## src/design/hpt_pkg.sv

```systemverilog
// Shared types and constants for the homogeneous point transform.
`timescale 1ns / 1ps
`default_nettype none
package hpt_pkg;
  localparam int unsigned WordW = 32;

  typedef enum logic {
    OP_WRITE     = 1'b0,
    OP_TRANSFORM = 1'b1
  } opcode_t;

  // Classified item handed from the front part to the back part.
  typedef struct packed {
    opcode_t           op;
    logic [3:0]        index;
    logic [WordW-1:0]  value;
    logic [WordW-1:0]  x;
    logic [WordW-1:0]  y;
    logic [WordW-1:0]  z;
    logic [WordW-1:0]  w;
  } item_t;

  // One result item.
  typedef struct packed {
    logic [WordW-1:0] x;
    logic [WordW-1:0] y;
    logic [WordW-1:0] z;
    logic [WordW-1:0] w;
    logic             zero_weight;
    logic             overflow;
  } result_t;
endpackage
`default_nettype wire

```

## src/design/hpt_queue.sv

```systemverilog
// Two-entry queue between the front and back parts.
`timescale 1ns / 1ps
`default_nettype none
module hpt_queue (
  input  wire logic          clk,
  input  wire logic          rst_n,
  input  wire logic          push,
  input  hpt_pkg::item_t     push_item,
  output logic               full,
  input  wire logic          pop,
  output hpt_pkg::item_t     pop_item,
  output logic               not_empty
);
  import hpt_pkg::*;

  item_t      mem_r [2];
  logic       wp_r, rp_r;
  logic [1:0] cnt_r;

  assign full      = cnt_r == 2'd2;
  assign not_empty = cnt_r != 2'd0;
  assign pop_item  = mem_r[rp_r];

  // Pointers and fill count.
  always_ff @(posedge clk) begin
    if (!rst_n) begin
      wp_r  <= 1'b0;
      rp_r  <= 1'b0;
      cnt_r <= 2'd0;
    end else begin
      if (push) wp_r <= ~wp_r;
      if (pop) rp_r <= ~rp_r;
      cnt_r <= cnt_r + {1'b0, push} - {1'b0, pop};
    end
  end

  // Storage.
  always_ff @(posedge clk) begin
    if (push) mem_r[wp_r] <= push_item;
  end
endmodule
`default_nettype wire

```

## config.mk

```make
export PLATFORM = sky130hd
export DESIGN_NAME = hpt_queue
export DESIGN_NICKNAME = d
export VERILOG_FILES = /design/src/design/hpt_pkg.sv /design/src/design/hpt_queue.sv
export SDC_FILE = /design/constraint.sdc
export NUM_CORES = 1
export LEC_CHECK = 0
export ABC_CLOCK_PERIOD_IN_PS = 10300
export CAP_MARGIN = 20
export CORE_MARGIN = 1.5
export CORE_UTILIZATION = 62
export CTS_BUF_LIST = sky130_fd_sc_hd__clkbuf_16
export DETAILED_ROUTE_END_ITERATION = 6
export DONT_BUFFER_PORTS = 1
export PLACE_DENSITY = 0.81
export SYNTH_ARGS = -nofsm -noshare
export SYNTH_HDL_FRONTEND = slang
export SYNTH_SLANG_ARGS = --single-unit
```

## constraint.sdc

```tcl
create_clock -name clk -period 10.3 [get_ports clk]
set_input_delay 1.03 -clock clk [delete_from_list [all_inputs] [get_ports clk]]
set_output_delay 1.03 -clock clk [all_outputs]
set_load 0.05 [all_outputs]
```

==> flow_summary.yaml <==
global_routing:
  via_count_of_the_first_global_routing_pass: 5043
  largest_net_degree_at_the_start_of_global_routing: 73
  first_pass_grt_wire_length_um: 29700
  antenna_found_initial: 0
  grt_usage: 0.196
  gr-total-overflow: 0
synth:
  share_of_async_settable_or_async_resettable_flops_after_synthesis: 0
  synth_area_leader_cell: "sky130_fd_sc_hd__edfxtp_1"
  synthMostInstantiatedCell: "sky130_fd_sc_hd__edfxtp_1"
  yosys_most_used_dff: "sky130_fd_sc_hd__edfxtp_1"
  ys_types: 13
  summed_instance_area_of_the_synthesized_netlist_sq_um: 12200
  yosys_register_bits: 335
  ys.warnings.count: 0
  synth_area_leaders: "sky130_fd_sc_hd__edfxtp_1, sky130_fd_sc_hd__mux2_2, sky130_fd_sc_hd__buf_6, sky130_fd_sc_hd__dfxtp_1, sky130_fd_sc_hd__and2_1"
  synth_enable_flop_cells: 330
  synth.yosys.seq_area_share: 0.821
  synthDominantCellAreaShare: 0.813
  syn-num-nets: 705
  synthesis.area_per_instance_sq_um: 22.8
  netlist_instances: 534
  synthTopCellsByCount: "sky130_fd_sc_hd__edfxtp_1, sky130_fd_sc_hd__mux2_2, sky130_fd_sc_hd__buf_6"
routing:
  drtAntennaViolNets: 0
  first_drt_pass_iteration_count: 4
  drt-initial-drc-count: 302
  post_route_drc: 0
  wl_per_cell_um: 25.5
  num_vias: 4896
  vias_per_cell: 5.85
  wl_um: 21300
layout:
  layout.filler_cells: 1158
  multiInputGateArea_sq_um: 1990
  diodes: 0
  layout-drive-gt1-share: 0.372
  fin_area_sq_um: 13200
  area.growth.synth_to_final_pct: 8.63
  ff_latch_area_sq_um: 10000
  num-nets-final: 726
  instances_no_fill: 837
clocking:
  cts_htree_levels: 1
  post_cts_resized: 0
  tritoncts.num_buffers: 31
  clock_latency_reported_for_the_late_side_of_the_worst_skew_pair_ps: 540
  tritoncts: "yes"
  tritoncts_num_sinks: 335
  cts_hold_buffers: 0
  clk_pin_slew_ps: 60
  postCtsSetupBuffers: 0
  clock-root-buffer: "sky130_fd_sc_hd__clkbuf_16"
  maximum_count_of_clock_buffers_along_a_single_path: 3
setup_path:
  crit_required_ps: 9270
  critical_path_buf_inv_count: 1
  setup.worst_path.end_class: "output port"
  critical-path-slowest-cell: "sky130_fd_sc_hd__dfxtp_4"
  cp_cell_sequence: "buf_4 > mux2_2"
  arrival_ps: 2590
  largest_fanout_on_the_critical_path: 62
  classification_of_the_worst_setup_path: "reg -> out"
  kind_of_launch_point_of_the_worst_setup_path: "register"
  cpLargestDelayFamily: "flip-flops"
  regToRegSetupSlack_ps: 7990
  crit_path_max_incr_delay_ps: 710
timing:
  timing.max_slew.rel_slack: 0.270
  final_max_slew_viol_count: 0
  worstMarginPinSlew_ps: 1090
  timing.fmax_mhz: 276
  fin_tns_setup_ps: 0
  hold-worst-slack_ps: 571
  final_min_period_over_clock_period: 0.352
  setup_viol: 0
  rsz0062_at_grt: "false"
  final_period_minus_worst_setup_slack_ps: 3620
  worst_clock_skew_ps: 10.5
  final-hold-violation-count: 0
floorplan:
  chipWidth_um: 143
  io-pin-count: 336
  placementRows: 51
  die_height_um: 143
  core-area_sq_um: 19400
  die_area_sq_um: 20500
  effective_utilization_at_floorplan: 0.628
run_status:
  outcome: "finished clean"
power_and_ir_drop:
  power_density_nw_per_um2: 226
  leakagePower_nw: 4.30
  power.ir.vdd_worst_mv: 0.182
  p_total_mw: 2.99
place:
  dp_cells: 787
  placement.io_buffers: 0
  global_placer_s_final_weighted_congestion: 0.760
  dpl.hpwl_um: 14200
  postPlaceCellArea_sq_um: 12400
min_path:
  hp-class: "reg -> reg"
flow_run:
  timing.max_cap.violations: 0
[layer usage]
| metal | track usage | vias up | part of all wire |
|---|---|---|---|
| li1 | - | 2156 | - |
| met1 | 0.209 | 2394 | 0.33 |
| met2 | 0.330 | 296 | 0.49 |
| met3 | 0.107 | 50 | 0.14 |
| met4 | 0.0704 | 0 | 0.032 |
| met5 | 0 | - | 0 |
[flip-flops by register name, indices dropped and copies added, names as in the netlist, named ones only]
signal,count
cnt_r,2
wp_r,1
mem_r,330
rp_r,1
[cells by family after synthesis]
| family | Yosys count | synth area share |
|---|---|---|
| AND/OR/NAND/NOR | 9 | 0.00462 |
| flip-flops | 335 | 0.821 |
| XOR/XNOR | 2 | 0.00257 |
| adder cells (fa/ha/maj) | 2 | 0.00205 |
| buffers and inverters | 20 | 0.0167 |
| AO/OA/AOI/OAI | 1 | 0.000616 |
| multiplexers | 165 | 0.152 |
[placed cells by master, fill, tap and decap left out]
master	instances
sky130_fd_sc_hd__xor2_1	1
sky130_fd_sc_hd__dfxtp_1	4
sky130_fd_sc_hd__mux2_2	165
sky130_fd_sc_hd__nor2b_4	1
sky130_fd_sc_hd__o21a_1	1
sky130_fd_sc_hd__inv_1	6
sky130_fd_sc_hd__buf_4	6
sky130_fd_sc_hd__and2_1	3
sky130_fd_sc_hd__and2_4	1
sky130_fd_sc_hd__clkbuf_16	31
sky130_fd_sc_hd__clkinv_1	8
sky130_fd_sc_hd__clkinv_2	6
sky130_fd_sc_hd__ha_1	2
sky130_fd_sc_hd__nor2b_1	3
sky130_fd_sc_hd__clkinvlp_4	1
sky130_fd_sc_hd__dfxtp_4	1
sky130_fd_sc_hd__edfxtp_1	330
sky130_fd_sc_hd__or2_2	1
sky130_fd_sc_hd__xnor3_1	1
[stage by stage]
stage / setup WS (ps) / util
2_1_floorplan: 1400 / -
3_3_place_gp: 7260 / 0.638
3_5_place_dp: 7220 / 0.638
4_1_cts: 6630 / 0.683
5_1_grt: 6500 / 0.683
6_report: 6680 / 0.683
[worst reg2reg max path, cell delays in order, from the launching register on]
cell                      delay, ps
sky130_fd_sc_hd__dfxtp_1        340
sky130_fd_sc_hd__nor2b_4        680
sky130_fd_sc_hd__buf_4          860
[power breakdown]
part | switching [mW] | internal, mW | total [mW]
Sequential | 0.0238 | 1.58 | 1.60
Combinational | 0.333 | 0.0820 | 0.415
Clock | 0.437 | 0.537 | 0.974
Total | 0.794 | 2.20 | 2.99
[final cells by class]
class | instances | share of cell area
multi-input combinational | 179 | 0.150
timing repair buffer | 6 | 0.00340
inverter | 2 | 0.000567
clock buffer | 31 | 0.0586
clock inverter | 19 | 0.00624
tap | 265 | 0.0250
sequential | 335 | 0.756
[worst paths after layout]
path | from | endpoint | depth (start not counted)
max | register | pop_item[110] | 2
min | rp_r | register | 2
max reg2reg | wp_r | mem_r[0][23] | 2
min reg2reg | rp_r | register | 2
Note: power is estimated with default switching activity, not from simulation.
