### config.mk
export PLATFORM = sky130hd
export DESIGN_NAME = hpt_engine
export DESIGN_NICKNAME = d
export VERILOG_FILES = /design/src/design/hpt_pkg.sv /design/src/design/hpt_divider.sv /design/src/design/hpt_engine.sv
export SDC_FILE = /design/constraint.sdc
export NUM_CORES = 2
export LEC_CHECK = 0
export ABC_CLOCK_PERIOD_IN_PS = 20900
export BUFFER_PORTS_ARGS = -buffer_cell sky130_fd_sc_hd__buf_2
export CORE_MARGIN = 3
export CORE_UTILIZATION = 59
export DETAILED_ROUTE_END_ITERATION = 6
export PLACE_DENSITY = 0.76
export SLEW_MARGIN = 0
export SYNTH_ARGS = -nofsm -noshare
export SYNTH_HDL_FRONTEND = slang
export SYNTH_SLANG_ARGS = --single-unit
### constraint.sdc
create_clock -name clk -period 20.9 [get_ports clk]
set_clock_uncertainty 0.2 [all_clocks]
set_input_delay 1.045 -clock clk [delete_from_list [all_inputs] [get_ports clk]]
set_output_delay 1.045 -clock clk [all_outputs]
set_load 0.02 [all_outputs]
### src/design/hpt_pkg.sv
// Shared types and constants for the homogeneous point transform.
`timescale 1ns / 1ps
`default_nettype none
package hpt_pkg;
  localparam int unsigned WordW = 32;

  typedef enum logic {
    OP_WRITE     = 1'b0,
    OP_TRANSFORM = 1'b1
  } opcode_t;

  // Classified item handed from the front part to the back part.
  typedef struct packed {
    opcode_t           op;
    logic [3:0]        index;
    logic [WordW-1:0]  value;
    logic [WordW-1:0]  x;
    logic [WordW-1:0]  y;
    logic [WordW-1:0]  z;
    logic [WordW-1:0]  w;
  } item_t;

  // One result item.
  typedef struct packed {
    logic [WordW-1:0] x;
    logic [WordW-1:0] y;
    logic [WordW-1:0] z;
    logic [WordW-1:0] w;
    logic             zero_weight;
    logic             overflow;
  } result_t;
endpackage
`default_nettype wire

### src/design/hpt_divider.sv
// Radix-2 restoring divider for normalization: (num << FRAC_BITS) / den, truncated.
`timescale 1ns / 1ps
`default_nettype none
module hpt_divider #(
  parameter int unsigned FRAC_BITS = 16
) (
  input  wire logic        clk,
  input  wire logic        rst_n,
  input  wire logic        start,
  input  wire logic [31:0] num,
  input  wire logic [31:0] den,
  output logic             done,
  output logic [31:0]      quot,
  output logic             sat
);
  localparam int unsigned NW = 32 + FRAC_BITS;
  localparam int unsigned CW = $clog2(NW + 1);

  logic [NW-1:0] dvd_r;
  logic [NW-1:0] q_r;
  logic [32:0]   rem_r;
  logic [31:0]   dmag_r;
  logic          neg_r;
  logic [CW-1:0] cnt_r;
  logic          busy_r;
  logic [33:0]   trial;
  logic [32:0]   shifted;
  logic [NW:0]   sq;

  assign shifted = {rem_r[31:0], dvd_r[NW-1]};
  assign trial   = {1'b0, shifted} - {2'b0, dmag_r};

  // Iterate one quotient bit per cycle.
  always_ff @(posedge clk) begin
    if (!rst_n) begin
      busy_r <= 1'b0;
      done   <= 1'b0;
    end else begin
      done <= 1'b0;
      if (start) begin
        busy_r <= 1'b1;
        cnt_r  <= CW'(NW);
        dvd_r  <= {(num[31] ? (~num + 32'd1) : num), {FRAC_BITS{1'b0}}};
        dmag_r <= den[31] ? (~den + 32'd1) : den;
        neg_r  <= num[31] ^ den[31];
        rem_r  <= '0;
        q_r    <= '0;
      end else if (busy_r) begin
        dvd_r <= dvd_r << 1;
        if (!trial[33]) begin
          rem_r <= trial[32:0];
          q_r   <= {q_r[NW-2:0], 1'b1};
        end else begin
          rem_r <= shifted;
          q_r   <= {q_r[NW-2:0], 1'b0};
        end
        cnt_r <= cnt_r - CW'(1);
        if (cnt_r == CW'(1)) begin
          busy_r <= 1'b0;
          done   <= 1'b1;
        end
      end
    end
  end

  // Sign and saturation of the magnitude quotient.
  always_comb begin
    sq = neg_r ? (~{1'b0, q_r} + 1'b1) : {1'b0, q_r};
    if (!neg_r && q_r > NW'(32'h7FFF_FFFF)) begin
      quot = 32'h7FFF_FFFF;
      sat  = 1'b1;
    end else if (neg_r && q_r > NW'(33'h8000_0000)) begin
      quot = 32'h8000_0000;
      sat  = 1'b1;
    end else begin
      quot = sq[31:0];
      sat  = 1'b0;
    end
  end
endmodule
`default_nettype wire

### src/design/hpt_engine.sv
// Back part: matrix store, row products one term at a time, normalization and output register.
`timescale 1ns / 1ps
`default_nettype none
module hpt_engine #(
  parameter int unsigned FRAC_BITS = 16
) (
  input  wire logic          clk,
  input  wire logic          rst_n,
  input  wire logic          normalize,
  input  wire logic          item_valid,
  input  hpt_pkg::item_t     item,
  output logic               item_pop,
  output logic               res_valid,
  output hpt_pkg::result_t   res,
  input  wire logic          res_ready
);
  import hpt_pkg::*;

  localparam int unsigned AW = 72;

  typedef enum logic [2:0] {
    S_IDLE, S_MUL, S_ACC, S_DIV_START, S_DIV_WAIT, S_OUT
  } state_t;

  state_t       state_r;
  logic [31:0]  mat_r [16];
  item_t        cur_r;
  logic [1:0]   row_r, col_r;
  logic signed [63:0] prod_r;
  logic signed [AW-1:0] acc_r;
  logic [31:0]  comp_r [4];
  logic         ovf_r;
  logic         zw_r;
  logic [1:0]   dix_r;
  logic         mul_last_r;
  logic signed [31:0] mval, pval;
  logic signed [AW-1:0] rnd, sum_nxt;
  logic [31:0]  sat_val;
  logic         sat_ovf;
  logic         div_start, div_done, div_sat;
  logic [31:0]  div_q;

  // Operand select for the shared multiplier.
  always_comb begin
    mval = mat_r[{row_r, col_r}];
    unique case (col_r)
      2'd0: pval = cur_r.x;
      2'd1: pval = cur_r.y;
      2'd2: pval = cur_r.z;
      default: pval = cur_r.w;
    endcase
  end

  // Round to nearest, ties up, then saturate the row sum.
  always_comb begin
    sum_nxt = acc_r + AW'(prod_r);
    rnd     = (sum_nxt + (AW'(1) <<< (FRAC_BITS - 1))) >>> FRAC_BITS;
    sat_ovf = 1'b0;
    sat_val = rnd[31:0];
    if (rnd > AW'(32'sh7FFF_FFFF)) begin
      sat_val = 32'h7FFF_FFFF;
      sat_ovf = 1'b1;
    end else if (rnd < -AW'(64'sh8000_0000)) begin
      sat_val = 32'h8000_0000;
      sat_ovf = 1'b1;
    end
  end

  assign div_start = state_r == S_DIV_START;
  assign item_pop  = state_r == S_IDLE && item_valid;
  assign res_valid = state_r == S_OUT;
  assign res = '{x: comp_r[0], y: comp_r[1], z: comp_r[2], w: comp_r[3],
                 zero_weight: zw_r, overflow: ovf_r};

  hpt_divider #(.FRAC_BITS(FRAC_BITS)) u_div (
    .clk(clk), .rst_n(rst_n), .start(div_start),
    .num(comp_r[dix_r]), .den(comp_r[3]),
    .done(div_done), .quot(div_q), .sat(div_sat)
  );

  // Sequencer: a product state and an accumulate state per term, then optional division.
  always_ff @(posedge clk) begin
    if (!rst_n) begin
      state_r <= S_IDLE;
      for (int i = 0; i < 16; i++)
        mat_r[i] <= (i % 5 == 0) ? (32'd1 << FRAC_BITS) : 32'd0;
      zw_r <= 1'b0;
    end else begin
      unique case (state_r)
        S_IDLE: if (item_valid) begin
          if (item.op == OP_WRITE) begin
            mat_r[item.index] <= item.value;
          end else begin
            cur_r   <= item;
            row_r   <= 2'd0;
            col_r   <= 2'd0;
            acc_r   <= '0;
            ovf_r   <= 1'b0;
            zw_r    <= 1'b0;
            state_r <= S_MUL;
          end
        end
        S_MUL: begin
          prod_r     <= 64'(mval) * 64'(pval);
          mul_last_r <= col_r == 2'd3;
          col_r      <= col_r + 2'd1;
          state_r    <= S_ACC;
        end
        S_ACC: begin
          if (mul_last_r) begin
            comp_r[row_r] <= sat_val;
            ovf_r <= ovf_r | sat_ovf;
            acc_r <= '0;
            row_r <= row_r + 2'd1;
            if (row_r == 2'd3) begin
              if (!normalize) begin
                state_r <= S_OUT;
              end else if (sat_val == 32'd0) begin
                for (int i = 0; i < 4; i++) comp_r[i] <= '0;
                ovf_r   <= 1'b0;
                zw_r    <= 1'b1;
                state_r <= S_OUT;
              end else begin
                dix_r   <= 2'd0;
                state_r <= S_DIV_START;
              end
            end else begin
              state_r <= S_MUL;
            end
          end else begin
            acc_r   <= sum_nxt;
            state_r <= S_MUL;
          end
        end
        S_DIV_START: state_r <= S_DIV_WAIT;
        S_DIV_WAIT: if (div_done) begin
          if (dix_r == 2'd3) begin
            // Hold the divisor until all components are done.
            comp_r[3] <= div_q;
            state_r   <= S_OUT;
          end else begin
            comp_r[dix_r] <= div_q;
            dix_r   <= dix_r + 2'd1;
            state_r <= S_DIV_START;
          end
          ovf_r <= ovf_r | div_sat;
        end
        S_OUT: if (res_ready) state_r <= S_IDLE;
        default: state_r <= S_IDLE;
      endcase
    end
  end
endmodule
`default_nettype wire

==> key figures <==
STA
  • Worst slew pin tran: 1.22 ns
  • RSZ-0062 raised after global routing: no
  • Min Clock Period, post-route: 12.46 ns
  • Max_slew headroom: 18.1%
  • Total negative setup slack: 0 ns
  • Setup ws final: 8.44 ns
  • Max Freq: 0.0802 GHz
  • Slew Viols, Final: 0
  • Final period utilization: 59.6%
  • Final hold vios: 0
  • Number of setup violations in the final report: 0

Yosys
  • EDFF count, synth: 967
  • Mapped cell area: 0.0906 mm^2
  • Yosys reg bits: 1071
  • Synth Area per Inst: 10.6 um^2
  • Share of the synthesized area in the top cell type: 32.1%
  • Syn Inst Count: 8570
  • Yosys warning count: 0
  • Synth cell types: 102
  • Synth area leader: edfxtp_1
  • Post-synth ARST share: 0%
  • Net Count, Synth: 10100
  • Synth top area cells: edfxtp_1, fa_1, inv_1
  • Sequential area share after synthesis: 34.4%
  • Top_reg_cell synth: edfxtp_1

Floorplan
  • Die H: 398 um
  • Initial core utilization: 59.5%
  • Boundary Pins: 302
  • Die width: 398 um
  • Core Footprint: 0.152 mm^2
  • Die area: 0.158 mm^2
  • Row count: 143

Critical path
  • Worst EP required: 21.17 ns
  • FF-to-FF setup slack: 8.44 ns
  • RR Endpoint: prod_r[63]
  • Crit path max fanout: 104
  • Worst Setup Path Type: flop to flop
  • Delay of the slowest cell on the worst path: 0.84 ns
  • Arrival time worst endpoint: 12.73 ns
  • Reg2Reg Depth: 39
  • Slowest-stage cell, CP: edfxtp_1
  • Worst r2r src: col_r[0]
  • Type of origin of the critical path: flop
  • Critical path endpoint category: flop

Route
  • Via-per-instance ratio: 6.12
  • Routed WL per cell: 24.5 um
  • DR vias: 66000
  • Router iterations before antenna repair: 7
  • Initial drt markers: 7253
  • Antenna Nets Post-Route: 0
  • Detailed Route WL: 265000 um
  • # DRC: 4

Layout
  • Final Util: 64.2%
  • Share of post-route cells with drive strength above 1: 10.7%
  • P&R area growth vs syn: 7.99%
  • Net count, final: 10200

Min path
  • Hold EP: cur_r[77]
  • Hold Crit Class: primary input to flop
  • Worst Hold Launch: item[77]
  • WHS Path Cells: 1

Clock network
  • Root Buffer: clkbuf_16
  • # Post-CTS Setup Buffers: 0
  • Skew-Pair Late Insertion Delay: 0.78 ns
  • TritonCTS Buffers: 111
  • Clock transition at path regs: 0.07 ns
  • Htree depth: 3
  • CTS resizes: 0
  • # hold bufs at CTS: 0
  • CTS tree: built
  • Maximum buffer depth of the clock tree: 3
  • Clock Sinks: 1071

GRT
  • GRT Total Usage: 33.9%
  • Antenna violations before repair: 11
  • Largest net degree at the start of global routing: 132
  • GRT overflow: 0
  • Vias in the first global route: 68000
  • Global-route wire length before repair: 405000 um

Run status
  • Status: complete, but fails checks
  • Failing checks: DRC

Place
  • Final Wtd Congestion: 1.01
  • DP Worst Slack: 8.63 ns
  • Port Buf Inserts: 301
  • Dpl hpwl: 192000 um

Job
  • Max-cap viol count: 0
## cell usage in the layout, fill, tap and decap left out, drive strengths merged, types with 25 or more instances in the layout
cell type	n
inv	1305
nand2	1098
fa	1084
edfxtp	967
and2	615
nor2	584
buf	448
ha	299
a21oi	264
o21ai	230
mux4	188
xnor2	179
clkbuf	146
dfxtp	104
xor2	100
nand3	89
nor3	71
a21o	69
or3	69
clkinv	56
nand4	48
o2bb2ai	45
a211oi	44
nor2b	43
nand2b	39
and3	36
a31oi	33
nor4	33
o22ai	32
o21a	32
o211ai	32
o31ai	32
a222oi	28
o21bai	25
## routing by layer
| layer | track usage, % | routed length [um] | vias up |
|---|---|---|---|
| li1 | - | - | 28300 |
| met2 | 53.4 | 121000 | 3973 |
| met3 | 7.71 | 30800 | 856 |
| met1 | 44.8 | 97200 | 32800 |
| met5 | 0 | 57 | - |
| met4 | 16.3 | 15700 | 8 |
## synthesized netlist by cell type (all sizes together), types with 45 or more instances
cell type,number
xnor2,179
and2,615
a21o,69
nor2,584
fa,1084
or3,69
mux4,188
nand2,1098
edfxtp,967
ha,299
clkbuf,403
a21oi,264
nand3,89
dfxtp,104
inv,1303
o21ai,230
buf,66
nand4,48
nor3,71
xor2,100
o2bb2ai,45
## state kept, by name, indices dropped and copies added, names as in the netlist, 2 cells and up, named ones only
signal        count
u_div.dmag_r     32
col_r             2
state_r           3
u_div.rem_r      32
prod_r           64
cur_r           128
u_div.cnt_r       6
u_div.dvd_r      32
mat_r           512
comp_r          128
acc_r            72
dix_r             2
row_r             2
u_div.q_r        48
## kinds of logic (layout without fill, tap and decap cells)
logic type      Yosys count  after routing  synth area share (%)
mux                     217            217                  5.01
buf+inv                1778           1962                  7.47
compound gates         1012           1012                  7.42
fa+ha+maj              1383           1383                  28.1
other cells               0              6                     0
simple gates           2830           2830                  14.9
xor+xnor                279            279                  2.70
flops                  1071           1071                  34.4
## metrics by stage
step                area, um^2  hold slack, ns  cells
CTS                      97800           0.244  10800
detailed placement       94300           0.270  10600
floorplan                90600           0.254   8570
global placement         94300           0.263  10600
global route             97800           0.266  10800
finish                   97800           0.285  10800
## worst max-delay path by stage
stage | depth (start not counted) | startpoint | slack (ns) | end
6_report | 39 | col_r[0] | 8.44 | prod_r[63]
5_1_grt | 39 | col_r[0] | 7.61 | prod_r[63]
4_1_cts | 39 | col_r[0] | 8.58 | prod_r[63]
3_5_place_dp | 39 | col_r[0] | 8.63 | prod_r[63]
3_3_place_gp | 39 | col_r[0] | 8.75 | prod_r[63]
2_1_floorplan | 35 | col_r[0] | 10.26 | prod_r[56]
## cell type report
| cell class | instances | area (um^2) |
|---|---|---|
| Timing Repair Buffer | 448 | 2640 |
| Fill cell | 11700 | 54500 |
| Clock inverter | 59 | 579 |
| Antenna cell | 6 | 15.0 |
| Multi-Input combinational cell | 5721 | 53100 |
| Tap cell | 2030 | 2540 |
| Clock buffer | 146 | 2940 |
| Inverter | 1309 | 4910 |
| Sequential cell | 1071 | 31100 |
## critical path: cells and delay by family, from the launching register on
| family | cells | cell delay, ns |
|---|---|---|
| flops | 1 | 0.84 |
| compound gates | 11 | 2.72 |
| buf+inv | 12 | 2.31 |
| fa+ha+maj | 10 | 4.65 |
| simple gates | 5 | 0.94 |
| xor+xnor | 1 | 0.13 |
Power is left out: the tool's default activity adds up to more than one toggle a clock period on the data nets, which glitch-free logic cannot reach.
